--- src/design/running_median_filter_unit_macros.svh ---
// Assertion macros used by the running median filter top level.
`ifndef RUNNING_MEDIAN_FILTER_UNIT_MACROS_SVH
`define RUNNING_MEDIAN_FILTER_UNIT_MACROS_SVH

// Same-cycle implication, checked outside reset.
`define RMF_ASSERT_IMPL(label, clk, rst_n, ante, cons, msg) \
    label: assert property (@(posedge clk) disable iff (!rst_n) (ante) |-> (cons)) \
        else $error(msg);

// Next-cycle implication, checked outside reset.
`define RMF_ASSERT_NEXT(label, clk, rst_n, ante, cons, msg) \
    label: assert property (@(posedge clk) disable iff (!rst_n) (ante) |=> (cons)) \
        else $error(msg);

`endif

--- src/design/rmf_pkg.sv ---
// Types and constants shared by the running median filter modules.
`default_nettype none

package rmf_pkg;

    localparam int MAX_WINDOW   = 16;
    localparam int SAMPLE_WIDTH = 16;
    localparam int IDX_W        = $clog2(MAX_WINDOW);
    localparam int CNT_W        = $clog2(MAX_WINDOW + 1);
    localparam int CFG_LEN_W    = 5;
    localparam int APB_ADDR_W   = 3;
    localparam int APB_DATA_W   = 32;

    localparam logic REG_WINDOW_LENGTH = 1'b0;
    localparam logic [CFG_LEN_W-1:0] WINDOW_LENGTH_RESET = CFG_LEN_W'(16);

    typedef logic signed [SAMPLE_WIDTH-1:0] t_sample;

    typedef struct packed {
        logic    vld;
        logic    gt;
        t_sample val;
    } t_cell;

    typedef enum logic [2:0] {
        ST_IDLE = 3'b001,
        ST_SORT = 3'b010,
        ST_DONE = 3'b100
    } t_state;

endpackage

`default_nettype wire

--- src/design/rmf_if.sv ---
// Valid/ready channel interfaces for the input samples and the median results.
`default_nettype none

interface rmf_in_if;
    import rmf_pkg::*;

    logic    valid;
    logic    ready;
    t_sample sample;
    logic    restart;

    modport source (output valid, output sample, output restart, input ready);
    modport sink   (input valid, input sample, input restart, output ready);
endinterface

interface rmf_out_if;
    import rmf_pkg::*;

    logic    valid;
    logic    ready;
    t_sample median;

    modport source (output valid, output median, input ready);
    modport sink   (input valid, input median, output ready);
endinterface

`default_nettype wire

--- src/design/running_median_filter_unit.sv ---
// Top level of the running median filter: window store, sequencer and result register.
//
// Samples arrive on the valid/ready input channel i_in, one per beat, with a restart
// flag that clears the fill count before the sample is stored. Each input beat gives
// exactly one median beat on the output channel o_out.
// The window length register sits at APB byte address 0 and must be written only
// while the block is idle, which the block itself does not enforce; 0 acts as 1 and
// values above 16 act as 16. After a sample is accepted, the L window samples, L being
// the effective window length, are fed one per cycle into a row of insertion-sort
// cells; the median is then picked and loaded into the output register once that
// register is free. A new sample is taken only after that median has been loaded.
// A finished median waits in the output register while the receiver stalls; the
// next item is sorted meanwhile and held until that register is free.
// Reset clears the window to zeros, the fill count to zero, the window length to 16
// and empties the output register.
`default_nettype none
`include "running_median_filter_unit_macros.svh"

module running_median_filter_unit (
    input  wire logic                               i_clk,
    input  wire logic                               i_rst_n,
    rmf_in_if.sink                                  i_in,
    rmf_out_if.source                               o_out,
    input  wire logic                               psel,
    input  wire logic                               penable,
    input  wire logic                               pwrite,
    input  wire logic [rmf_pkg::APB_ADDR_W-1:0]     paddr,
    input  wire logic [rmf_pkg::APB_DATA_W-1:0]     pwdata,
    output logic      [rmf_pkg::APB_DATA_W-1:0]     prdata,
    output logic                                    pready
);
    import rmf_pkg::*;

    logic [CFG_LEN_W-1:0] r_window_length;
    t_sample              r_window [MAX_WINDOW];
    t_sample              n_window [MAX_WINDOW];
    logic [CNT_W-1:0]     r_fill_count;
    logic [CNT_W-1:0]     n_fill_count;
    t_state               r_state;
    t_state               n_state;
    logic [IDX_W-1:0]     r_idx;
    logic                 r_out_valid;
    t_sample              r_median;

    logic [CNT_W-1:0]     w_len;
    logic [CNT_W-1:0]     w_len_m1;
    logic [CNT_W-1:0]     w_half;
    logic [CNT_W-1:0]     w_fc_eff;
    logic                 w_in_acc;
    logic                 w_out_free;
    logic                 w_load;
    logic                 w_last;
    t_sample              w_sorted [MAX_WINDOW];
    t_sample              w_hi;
    t_sample              w_lo;
    logic [SAMPLE_WIDTH:0] w_sum;
    t_sample              w_median;

    // Configuration port.
    assign pready = 1'b1;
    assign prdata = (paddr[2] == REG_WINDOW_LENGTH)
                  ? APB_DATA_W'(r_window_length) : '0;

    always_ff @(posedge i_clk) begin
        if (!i_rst_n) begin
            r_window_length <= WINDOW_LENGTH_RESET;
        end else if (psel && penable && pwrite && pready
                     && paddr[2] == REG_WINDOW_LENGTH) begin
            r_window_length <= pwdata[CFG_LEN_W-1:0];
        end
    end

    always_comb begin
        if (r_window_length == '0) begin
            w_len = CNT_W'(1);
        end else if (32'(r_window_length) > MAX_WINDOW) begin
            w_len = CNT_W'(MAX_WINDOW);
        end else begin
            w_len = CNT_W'(r_window_length);
        end
    end

    assign w_len_m1 = w_len - CNT_W'(1);
    assign w_half   = w_len >> 1;

    // Window store update.
    assign i_in.ready = (r_state == ST_IDLE);
    assign w_in_acc   = i_in.valid && i_in.ready;
    assign w_fc_eff   = i_in.restart ? '0 : r_fill_count;

    always_comb begin
        n_window     = r_window;
        n_fill_count = r_fill_count;
        if (w_in_acc) begin
            if (w_fc_eff < w_len) begin
                n_window[w_fc_eff[IDX_W-1:0]] = i_in.sample;
                n_fill_count = w_fc_eff + CNT_W'(1);
            end else begin
                for (int i = 0; i < MAX_WINDOW; i++) begin
                    if (CNT_W'(i + 1) < w_len) begin
                        n_window[i] = r_window[i + 1 < MAX_WINDOW ? i + 1 : i];
                    end else if (CNT_W'(i) == w_len_m1) begin
                        n_window[i] = i_in.sample;
                    end
                end
                n_fill_count = w_fc_eff;
            end
        end
    end

    always_ff @(posedge i_clk) begin
        if (!i_rst_n) begin
            for (int i = 0; i < MAX_WINDOW; i++) begin
                r_window[i] <= '0;
            end
            r_fill_count <= '0;
        end else begin
            r_window     <= n_window;
            r_fill_count <= n_fill_count;
        end
    end

    // Sequencer.
    assign w_last     = ({1'b0, r_idx} == w_len_m1);
    assign w_out_free = !r_out_valid || o_out.ready;
    assign w_load     = (r_state == ST_DONE) && w_out_free;

    always_comb begin
        n_state = r_state;
        unique case (r_state)
            ST_IDLE: begin
                if (w_in_acc) begin
                    n_state = ST_SORT;
                end
            end
            ST_SORT: begin
                if (w_last) begin
                    n_state = ST_DONE;
                end
            end
            ST_DONE: begin
                if (w_out_free) begin
                    n_state = ST_IDLE;
                end
            end
            default: begin
                n_state = ST_IDLE;
            end
        endcase
    end

    always_ff @(posedge i_clk) begin
        if (!i_rst_n) begin
            r_state <= ST_IDLE;
            r_idx   <= '0;
        end else begin
            r_state <= n_state;
            if (r_state == ST_SORT) begin
                r_idx <= r_idx + IDX_W'(1);
            end else begin
                r_idx <= '0;
            end
        end
    end

    rmf_sort_chain u_chain (
        .i_clk    (i_clk),
        .i_rst_n  (i_rst_n),
        .i_clear  (w_in_acc),
        .i_insert (r_state == ST_SORT),
        .i_sample (r_window[r_idx]),
        .o_sorted (w_sorted)
    );

    // Median pick and floor average of the two middle values.
    assign w_hi     = w_sorted[w_half[IDX_W-1:0]];
    assign w_lo     = w_sorted[w_half[IDX_W-1:0] - IDX_W'(1)];
    assign w_sum    = {w_hi[SAMPLE_WIDTH-1], w_hi} + {w_lo[SAMPLE_WIDTH-1], w_lo};
    assign w_median = w_len[0] ? w_hi : t_sample'(w_sum[SAMPLE_WIDTH:1]);

    always_ff @(posedge i_clk) begin
        if (!i_rst_n) begin
            r_out_valid <= 1'b0;
        end else if (w_load) begin
            r_out_valid <= 1'b1;
        end else if (o_out.ready) begin
            r_out_valid <= 1'b0;
        end
    end

    always_ff @(posedge i_clk) begin
        if (w_load) begin
            r_median <= w_median;
        end
    end

    assign o_out.valid  = r_out_valid;
    assign o_out.median = r_median;

    `RMF_ASSERT_NEXT(a_acc_starts_sort, i_clk, i_rst_n, w_in_acc, r_state == ST_SORT && r_idx == '0, "accepted beat did not start sorting")
    `RMF_ASSERT_NEXT(a_sort_ends, i_clk, i_rst_n, r_state == ST_SORT && w_last, r_state == ST_DONE, "sorting did not end after the last window sample")
    `RMF_ASSERT_IMPL(a_idx_in_window, i_clk, i_rst_n, r_state == ST_SORT, ({1'b0, r_idx} < w_len), "sort index ran past the window")
    `RMF_ASSERT_NEXT(a_load_shows, i_clk, i_rst_n, w_load, r_out_valid && r_state == ST_IDLE, "median was not loaded into the output register")

endmodule

`default_nettype wire

--- src/design/rmf_sort_cell.sv ---
// One insertion-sort cell: holds one sorted value and takes either its left neighbor's or the new sample.
`default_nettype none

module rmf_sort_cell (
    input  wire logic           i_clk,
    input  wire logic           i_rst_n,
    input  wire logic           i_clear,
    input  wire logic           i_insert,
    input  rmf_pkg::t_sample    i_sample,
    input  rmf_pkg::t_cell      i_left,
    output rmf_pkg::t_cell      o_cell
);
    import rmf_pkg::*;

    logic    r_vld;
    t_sample r_val;
    logic    w_gt;

    // The new sample belongs at or before this cell.
    assign w_gt = !r_vld || (r_val > i_sample);

    assign o_cell.vld = r_vld;
    assign o_cell.gt  = w_gt;
    assign o_cell.val = r_val;

    always_ff @(posedge i_clk) begin
        if (!i_rst_n) begin
            r_vld <= 1'b0;
        end else if (i_clear) begin
            r_vld <= 1'b0;
        end else if (i_insert && w_gt) begin
            r_vld <= i_left.gt ? i_left.vld : 1'b1;
        end
    end

    always_ff @(posedge i_clk) begin
        if (i_insert && w_gt) begin
            r_val <= i_left.gt ? i_left.val : i_sample;
        end
    end

endmodule

`default_nettype wire

--- src/design/rmf_sort_chain.sv ---
// Row of insertion-sort cells that keeps the inserted samples in ascending order.
`default_nettype none

module rmf_sort_chain (
    input  wire logic           i_clk,
    input  wire logic           i_rst_n,
    input  wire logic           i_clear,
    input  wire logic           i_insert,
    input  rmf_pkg::t_sample    i_sample,
    output rmf_pkg::t_sample    o_sorted [rmf_pkg::MAX_WINDOW]
);
    import rmf_pkg::*;

    t_cell w_cell [MAX_WINDOW];
    t_cell w_head;

    // The boundary left of the first cell never takes the sample's place.
    assign w_head.vld = 1'b1;
    assign w_head.gt  = 1'b0;
    assign w_head.val = '0;

    for (genvar g = 0; g < MAX_WINDOW; g++) begin : g_cell
        rmf_sort_cell u_cell (
            .i_clk    (i_clk),
            .i_rst_n  (i_rst_n),
            .i_clear  (i_clear),
            .i_insert (i_insert),
            .i_sample (i_sample),
            .i_left   ((g == 0) ? w_head : w_cell[(g == 0) ? 0 : g - 1]),
            .o_cell   (w_cell[g])
        );
        assign o_sorted[g] = w_cell[g].val;
    end

endmodule

`default_nettype wire

--- src/flat_wrapper.sv ---
// flat-port wrapper written by rule: the top's interface ports become plain ports
module running_median_filter_unit_flat import rmf_pkg::*;
  (i_clk, i_rst_n, psel, penable, pwrite, paddr, pwdata, prdata, pready, i_in_valid, i_in_sample, i_in_restart, i_in_ready, o_out_valid, o_out_median, o_out_ready);
  rmf_in_if i_in_i ();
  rmf_out_if o_out_i ();
  input  wire logic i_clk;
  input  wire logic i_rst_n;
  input  wire logic psel;
  input  wire logic penable;
  input  wire logic pwrite;
  input  wire logic [rmf_pkg::APB_ADDR_W-1:0] paddr;
  input  wire logic [rmf_pkg::APB_DATA_W-1:0] pwdata;
  output logic      [rmf_pkg::APB_DATA_W-1:0] prdata;
  output logic pready;
  input wire logic [$bits(i_in_i.valid)-1:0] i_in_valid;
  input wire logic [$bits(i_in_i.sample)-1:0] i_in_sample;
  input wire logic [$bits(i_in_i.restart)-1:0] i_in_restart;
  output wire logic [$bits(i_in_i.ready)-1:0] i_in_ready;
  output wire logic [$bits(o_out_i.valid)-1:0] o_out_valid;
  output wire logic [$bits(o_out_i.median)-1:0] o_out_median;
  input wire logic [$bits(o_out_i.ready)-1:0] o_out_ready;
  assign i_in_i.valid = i_in_valid;
  assign i_in_i.sample = i_in_sample;
  assign i_in_i.restart = i_in_restart;
  assign i_in_ready = i_in_i.ready;
  assign o_out_valid = o_out_i.valid;
  assign o_out_median = o_out_i.median;
  assign o_out_i.ready = o_out_ready;
  running_median_filter_unit u_core (.i_clk(i_clk), .i_rst_n(i_rst_n), .i_in(i_in_i), .o_out(o_out_i), .psel(psel), .penable(penable), .pwrite(pwrite), .paddr(paddr), .pwdata(pwdata), .prdata(prdata), .pready(pready));
endmodule
--- config.mk ---
export PLATFORM = sky130hd
export DESIGN_NAME = running_median_filter_unit_flat
export DESIGN_NICKNAME = d
export VERILOG_FILES = /design/src/design/rmf_pkg.sv /design/src/design/rmf_if.sv /design/src/design/running_median_filter_unit.sv /design/src/design/rmf_sort_cell.sv /design/src/design/rmf_sort_chain.sv /design/src/flat_wrapper.sv
export VERILOG_INCLUDE_DIRS = /design/src /design/src/design
export SDC_FILE = /design/constraint.sdc
export NUM_CORES = 2
export LEC_CHECK = 0
export BUFFER_PORTS_ARGS = -buffer_cell sky130_fd_sc_hd__buf_2
export CAP_MARGIN = 0
export CORE_AREA = 5 5 259 261
export DETAILED_ROUTE_END_ITERATION = 10
export DIE_AREA = 0 0 264 266
export HOLD_SLACK_MARGIN = 0.06
export PLACE_DENSITY = 0.78
export SYNTH_ARGS = -nofsm -noshare
export SYNTH_HDL_FRONTEND = slang
export SYNTH_HIERARCHICAL = 1
export SYNTH_SLANG_ARGS = --single-unit
--- constraint.sdc ---
create_clock -name i_clk -period 5.4 [get_ports i_clk]
set_clock_uncertainty 0.15 [all_clocks]
set_input_delay 1.08 -clock i_clk [delete_from_list [all_inputs] [get_ports i_clk]]
set_output_delay 1.08 -clock i_clk [all_outputs]
set_load 0.01 [all_outputs]
Word-level counts from Yosys, hierarchy flattened:

Cells that the tools add are included.
Widths: inputs -> output; s select.

* add/subtract/negate cells: 5
* $lt $le $gt $ge: 39
* equal/unequal tests: 23
* muxes and demuxes: 87
* bitwise operators: 6
* reductions and logical operators: 94

Operator list (count)
* $mux 16: 55
* $bwmux 256: 1
* $gt 16x16->1: 16
* $mux 256: 1
* $bmux 16 s4: 3
* $demux 16 s4: 1
* $reduce_bool 3->1: 15
* $eq 4x5->1 const A: 8
* $lt 4x5->1 const A: 8
* $reduce_and 2->1: 16
* $mux 5: 5
* $logic_and 1x1->1: 22
* $eq 3x5->1 const A: 4
* $ge 5x5->1 const B: 4
* $lt 3x5->1 const A: 4
* $not 4->5: 4
* $add 16x16->17: 1
* $logic_not 1->1: 17
* $logic_or 1x1->1: 17
* $mux 1: 17
* $eq 2x5->1 const A: 2
* $logic_not 5->1: 2
* $lt 2x5->1 const A: 2
* $mux 3: 3
* 21 further kinds: 26

* register bits after elaboration: 562
* bits of input ports: 59
* output and inout port bits: 51

Logic depth before layout (Yosys ltp):

* word-level depth: 10
* depth in mapped cells: 23
* depth with buffers taken out: 18

By module:

Netlist, hierarchy kept.

Modules (own cells, without submodules)
* running_median_filter_unit: times used 1, cells an instance 1997, area an instance 18993.2 um2
* rmf_sort_cell at u_core.u_chain.g_cell[0].u_cell ...: times used 15, cells an instance 116, area an instance 1123.6 um2
* rmf_sort_cell at u_core.u_chain.g_cell[3].u_cell: times used 1, cells an instance 122, area an instance 1193.6 um2
* rmf_sort_chain: times used 1, cells an instance 2, area an instance 7.5 um2

Least setup slack after synthesis:

No wires, ideal clock.

* path kind: reg2reg
* from: reg u_core.r_window_length[4]
* to: reg u_core.r_median[13], in the netlist u_core/o_out.median[13], data pin
* setup time: 271 ps
* data arrival time: 5440 ps
* setup slack: -461 ps
* stages on the path, launching flop included: 24
* period minus slack after synthesis: 5861 ps
* cells stage by stage: dfxtp_1 clkbuf_1 nor2b_1 buf_2 buf_1 buf_1 ha_1 clkbuf_1 clkbuf_1 clkbuf_1 mux4_2 nand2_1 a31oi_1 fa_1 a21o_1 a21oi_1 o21bai_1 a21o_1 a21oi_1 o211ai_1 a31o_2 a21oi_1 xor2_1 o21ai_0

* cells in the longest elaborated chain, start to end: 10
* elaborated cells on any way between the ends: 15
* classes of those cells: add/sub: 2; order compare: 1; mux: 9; bitwise: 2; reduce/logical: 1

Ends and longest elaborated chain
* start, declared: RTL line running_median_filter_unit.sv:34 `logic [CFG_LEN_W-1:0] r_window_length;`
* start signal, assigned: RTL line running_median_filter_unit.sv:69 `r_window_length <= pwdata[CFG_LEN_W-1:0];`
* $gt 5x5->1: RTL line running_median_filter_unit.sv:76 `end else if (32'(r_window_length) > MAX_WINDOW) begin`
* $mux 5: RTL line running_median_filter_unit.sv:76
* $mux 5 (*): RTL line running_median_filter_unit.sv:74 `if (r_window_length == '0) begin`
* $sub 4x1->4: RTL line running_median_filter_unit.sv:177 `assign w_lo = w_sorted[w_half[IDX_W-1:0] - IDX_W'(1)];`
* $not 4->5 (implied by the code): RTL line running_median_filter_unit.sv:177
* $bmux 16 s4: RTL line running_median_filter_unit.sv:177
* $mux 16 (implied by the code) (2 in series): RTL line running_median_filter_unit.sv:177
* $add 16x16->17: RTL line running_median_filter_unit.sv:178 `assign w_sum = {w_hi[SAMPLE_WIDTH-1], w_hi} + {w_lo[SAMPLE_WIDTH-1], w_lo};`
* $mux 16 (*): RTL line running_median_filter_unit.sv:179 `assign w_median = w_len[0] ? w_hi : t_sample'(w_sum[SAMPLE_WIDTH:1]);`
* named net u_core.w_median[13]: RTL line running_median_filter_unit.sv:57 `t_sample w_median;`
* end signal, assigned: RTL line running_median_filter_unit.sv:193 `r_median <= w_median;`
* end, declared: RTL line running_median_filter_unit.sv:43 `t_sample r_median;`

Mark *: on every way through the listed nets, which the timed path passes. The rest lies on a longest branch. The select of a mux whose other input is x is not followed.
A chain may end at the register's enable or synchronous reset.

Worst setup path after layout:

* from: reg u_core.r_window_length[2]
* to: reg u_core.r_median[13], in the netlist u_core/o_out.median[13], data pin

Same word-level chain as after synthesis.

==> results.yml <==
outcome:
  outcome: "finished, final reports clean"
pwr:
  clock_power_share: 0.419
  p_int_mw: 7.48
  p_comb_frac: 0.134
  p_per_area_nw_per_um2: 256
  ir_worst_vdd_uv: 298
  p_leak_nw: 15.2
  power_mw: 10.3
  seqPwrFrac: 0.448
  switching_share: 0.274
  switchingPower_mw: 2.82
timing:
  finalSetupTns_ns: 0
  slew_violations: 0
  post-route-period-util: 0.934
  setup_violations: 0
  relSlewSlack: 0.118
  hold_viol: 0
  tightest_slew_ns: 1.32
  rsz0062_at_grt: "no"
  fin_crit_ns: 5.04
  timing.fmax_mhz: 198
grt:
  grt_max_degree: 110
  grt_pass1_wl_um: 168000
  antenna_found_initial: 3
  first_global_vias: 29700
  grt_overflow: 0
  grt_usage: 0.296
layout:
  fillers: 5164
  syn2layout_area_growth_pct: 8.65
  multi_input_area_um2: 20900
  final_cell_mix: "o21ai_0 (420), nand2_1 (404), a21oi_1 (296)"
  nets: 4156
  final_common_cell: "o21ai_0"
  drive_above_1_share: 0.146
  regArea_um2: 14000
route:
  vias: 30800
  wire_per_inst_um: 22.8
  firstDrtPassIters: 6
  drt-initial-drc-count: 3803
  via_per_inst: 6.53
  drc: 0
  wl_um: 107000
  ant_nets: 0
worst_hold_path:
  hp-class: "reg2reg"
floorplan:
  placementRows: 93
  core_um2: 64200
  initial_core_util: 0.577
  die_area_um2: 70200
  ios: 110
  die_w_um: 264
  die_h_um: 266
placement:
  dp_hpwl_um: 77400
  port-buffer-count: 52
  gp_congestion: 0.990
cts:
  htreeDepth: 2
  clk_pin_slew_ns: 0.06
  cts_made_buffers: 61
  cts_setup_buffers: 0
  clock-sinks: 562
  cts_tree: "built"
  cts-root-buf: "clkbuf_16"
  clock_path_buffers: 3
  worstSkewPairLatency_ns: 0.67
synth:
  yosys_warnings: 6
  syn_inst: 3859
  synth_area_um2: 37000
  syn_avg_cell_area_um2: 9.60
critical_path:
  cp_max_fo: 31
  end_kind: "flip-flop"
  worstPathRequired_ns: 5.63
  critPathArrivalTime_ns: 5.28
  crit_type: "reg2reg"
  setup.worst_path.start_class: "flip-flop"
flow_run:
  max_cap_viol_count: 0
-- worst paths after layout --
path	to	start	depth (start not counted)	slack, ns
max reg2reg	u_core/o_out.median[13]	u_core/r_window_length[2]	19	0.36
min reg2reg	u_core/r_fill_count[4]	u_core/r_fill_count[4]	2	0.33
min	u_core/r_fill_count[4]	u_core/r_fill_count[4]	2	0.33
max	u_core/o_out.median[13]	u_core/r_window_length[2]	19	0.36
-- final cells by class --
class / count / area share
clock buffers: 86 / 0.0441
repair buffers: 154 / 0.0278
inverters: 277 / 0.0259
multi-input cells: 2750 / 0.520
well taps: 855 / 0.0266
diodes: 3 / 0.000187
clock inverters: 29 / 0.00790
flip-flops and latches: 562 / 0.347
-- per-stage QoR --
| step | hold WS [ns] | setup slack, ns | instance area, um2 | instances | utilization |
|---|---|---|---|---|---|
| CTS | 0.328 | 0.305 | 40200 | 4713 | 0.626 |
| finish | 0.326 | 0.358 | 40200 | 4716 | 0.626 |
| global route | 0.367 | 0.0760 | 40200 | 4713 | 0.626 |
| floorplan | 0.298 | 0.0241 | 37200 | 3905 | - |
| detailed placement | 0.320 | 0.322 | 38100 | 4598 | 0.594 |
| global placement | 0.311 | 0.369 | 38100 | 4598 | 0.594 |
-- critical path, stage by stage, from the launching register on --
cell and delay (ns):
dfxtp_1 0.34, nor2b_4 0.26, inv_1 0.16, ha_1 0.31, xnor2_4 0.22, buf_4 0.36
mux4_2 0.44, o21ai_0 0.23, a21oi_1 0.10, fa_1 0.48, a21o_1 0.18, a21oi_1 0.21
o21bai_1 0.13, a21o_1 0.22, a21oi_1 0.21, o211ai_1 0.15, a31o_2 0.25, a21oi_1 0.16
xor2_1 0.14, o21ai_0 0.08
-- routing by layer --
layer	wire length, um	share of wire	GRT usage	vias to the layer above
met5	0	0	0	-
met4	5530	0.052	0.132	0
met3	9980	0.093	0.0515	277
met2	49700	0.46	0.480	1504
met1	42100	0.39	0.393	14800
li1	-	-	-	14200
-- power groups by stage --
stage | combinational (mW) | clock [mW] | sequential (mW)
2_1_floorplan | 0.965 | 0 | 4.67
3_3_place_gp | 1.29 | 0 | 4.69
3_5_place_dp | 1.33 | 0 | 4.70
4_1_cts | 1.35 | 4.37 | 4.61
5_1_grt | 1.52 | 4.54 | 4.61
6_report | 1.38 | 4.31 | 4.61
-- timing repair --
action,in CTS,in global routing
setup endpoints to repair,0,1
resized for setup,0,1
hold buffers,0,0
-- sequential cells by signal (all words and copies together) (netlist names) --
name	count
u_core/r_window_length	5
u_core/r_idx	4
u_core/o_out.median	16
u_core/o_out.valid	1
u_core/r_state	3
u_core/u_chain/g_cell.u_cell/r_val	256
u_core/r_window	256
u_core/u_chain/g_cell.u_cell/r_vld	16
u_core/r_fill_count	5
Power figures use the tool's default switching activity.
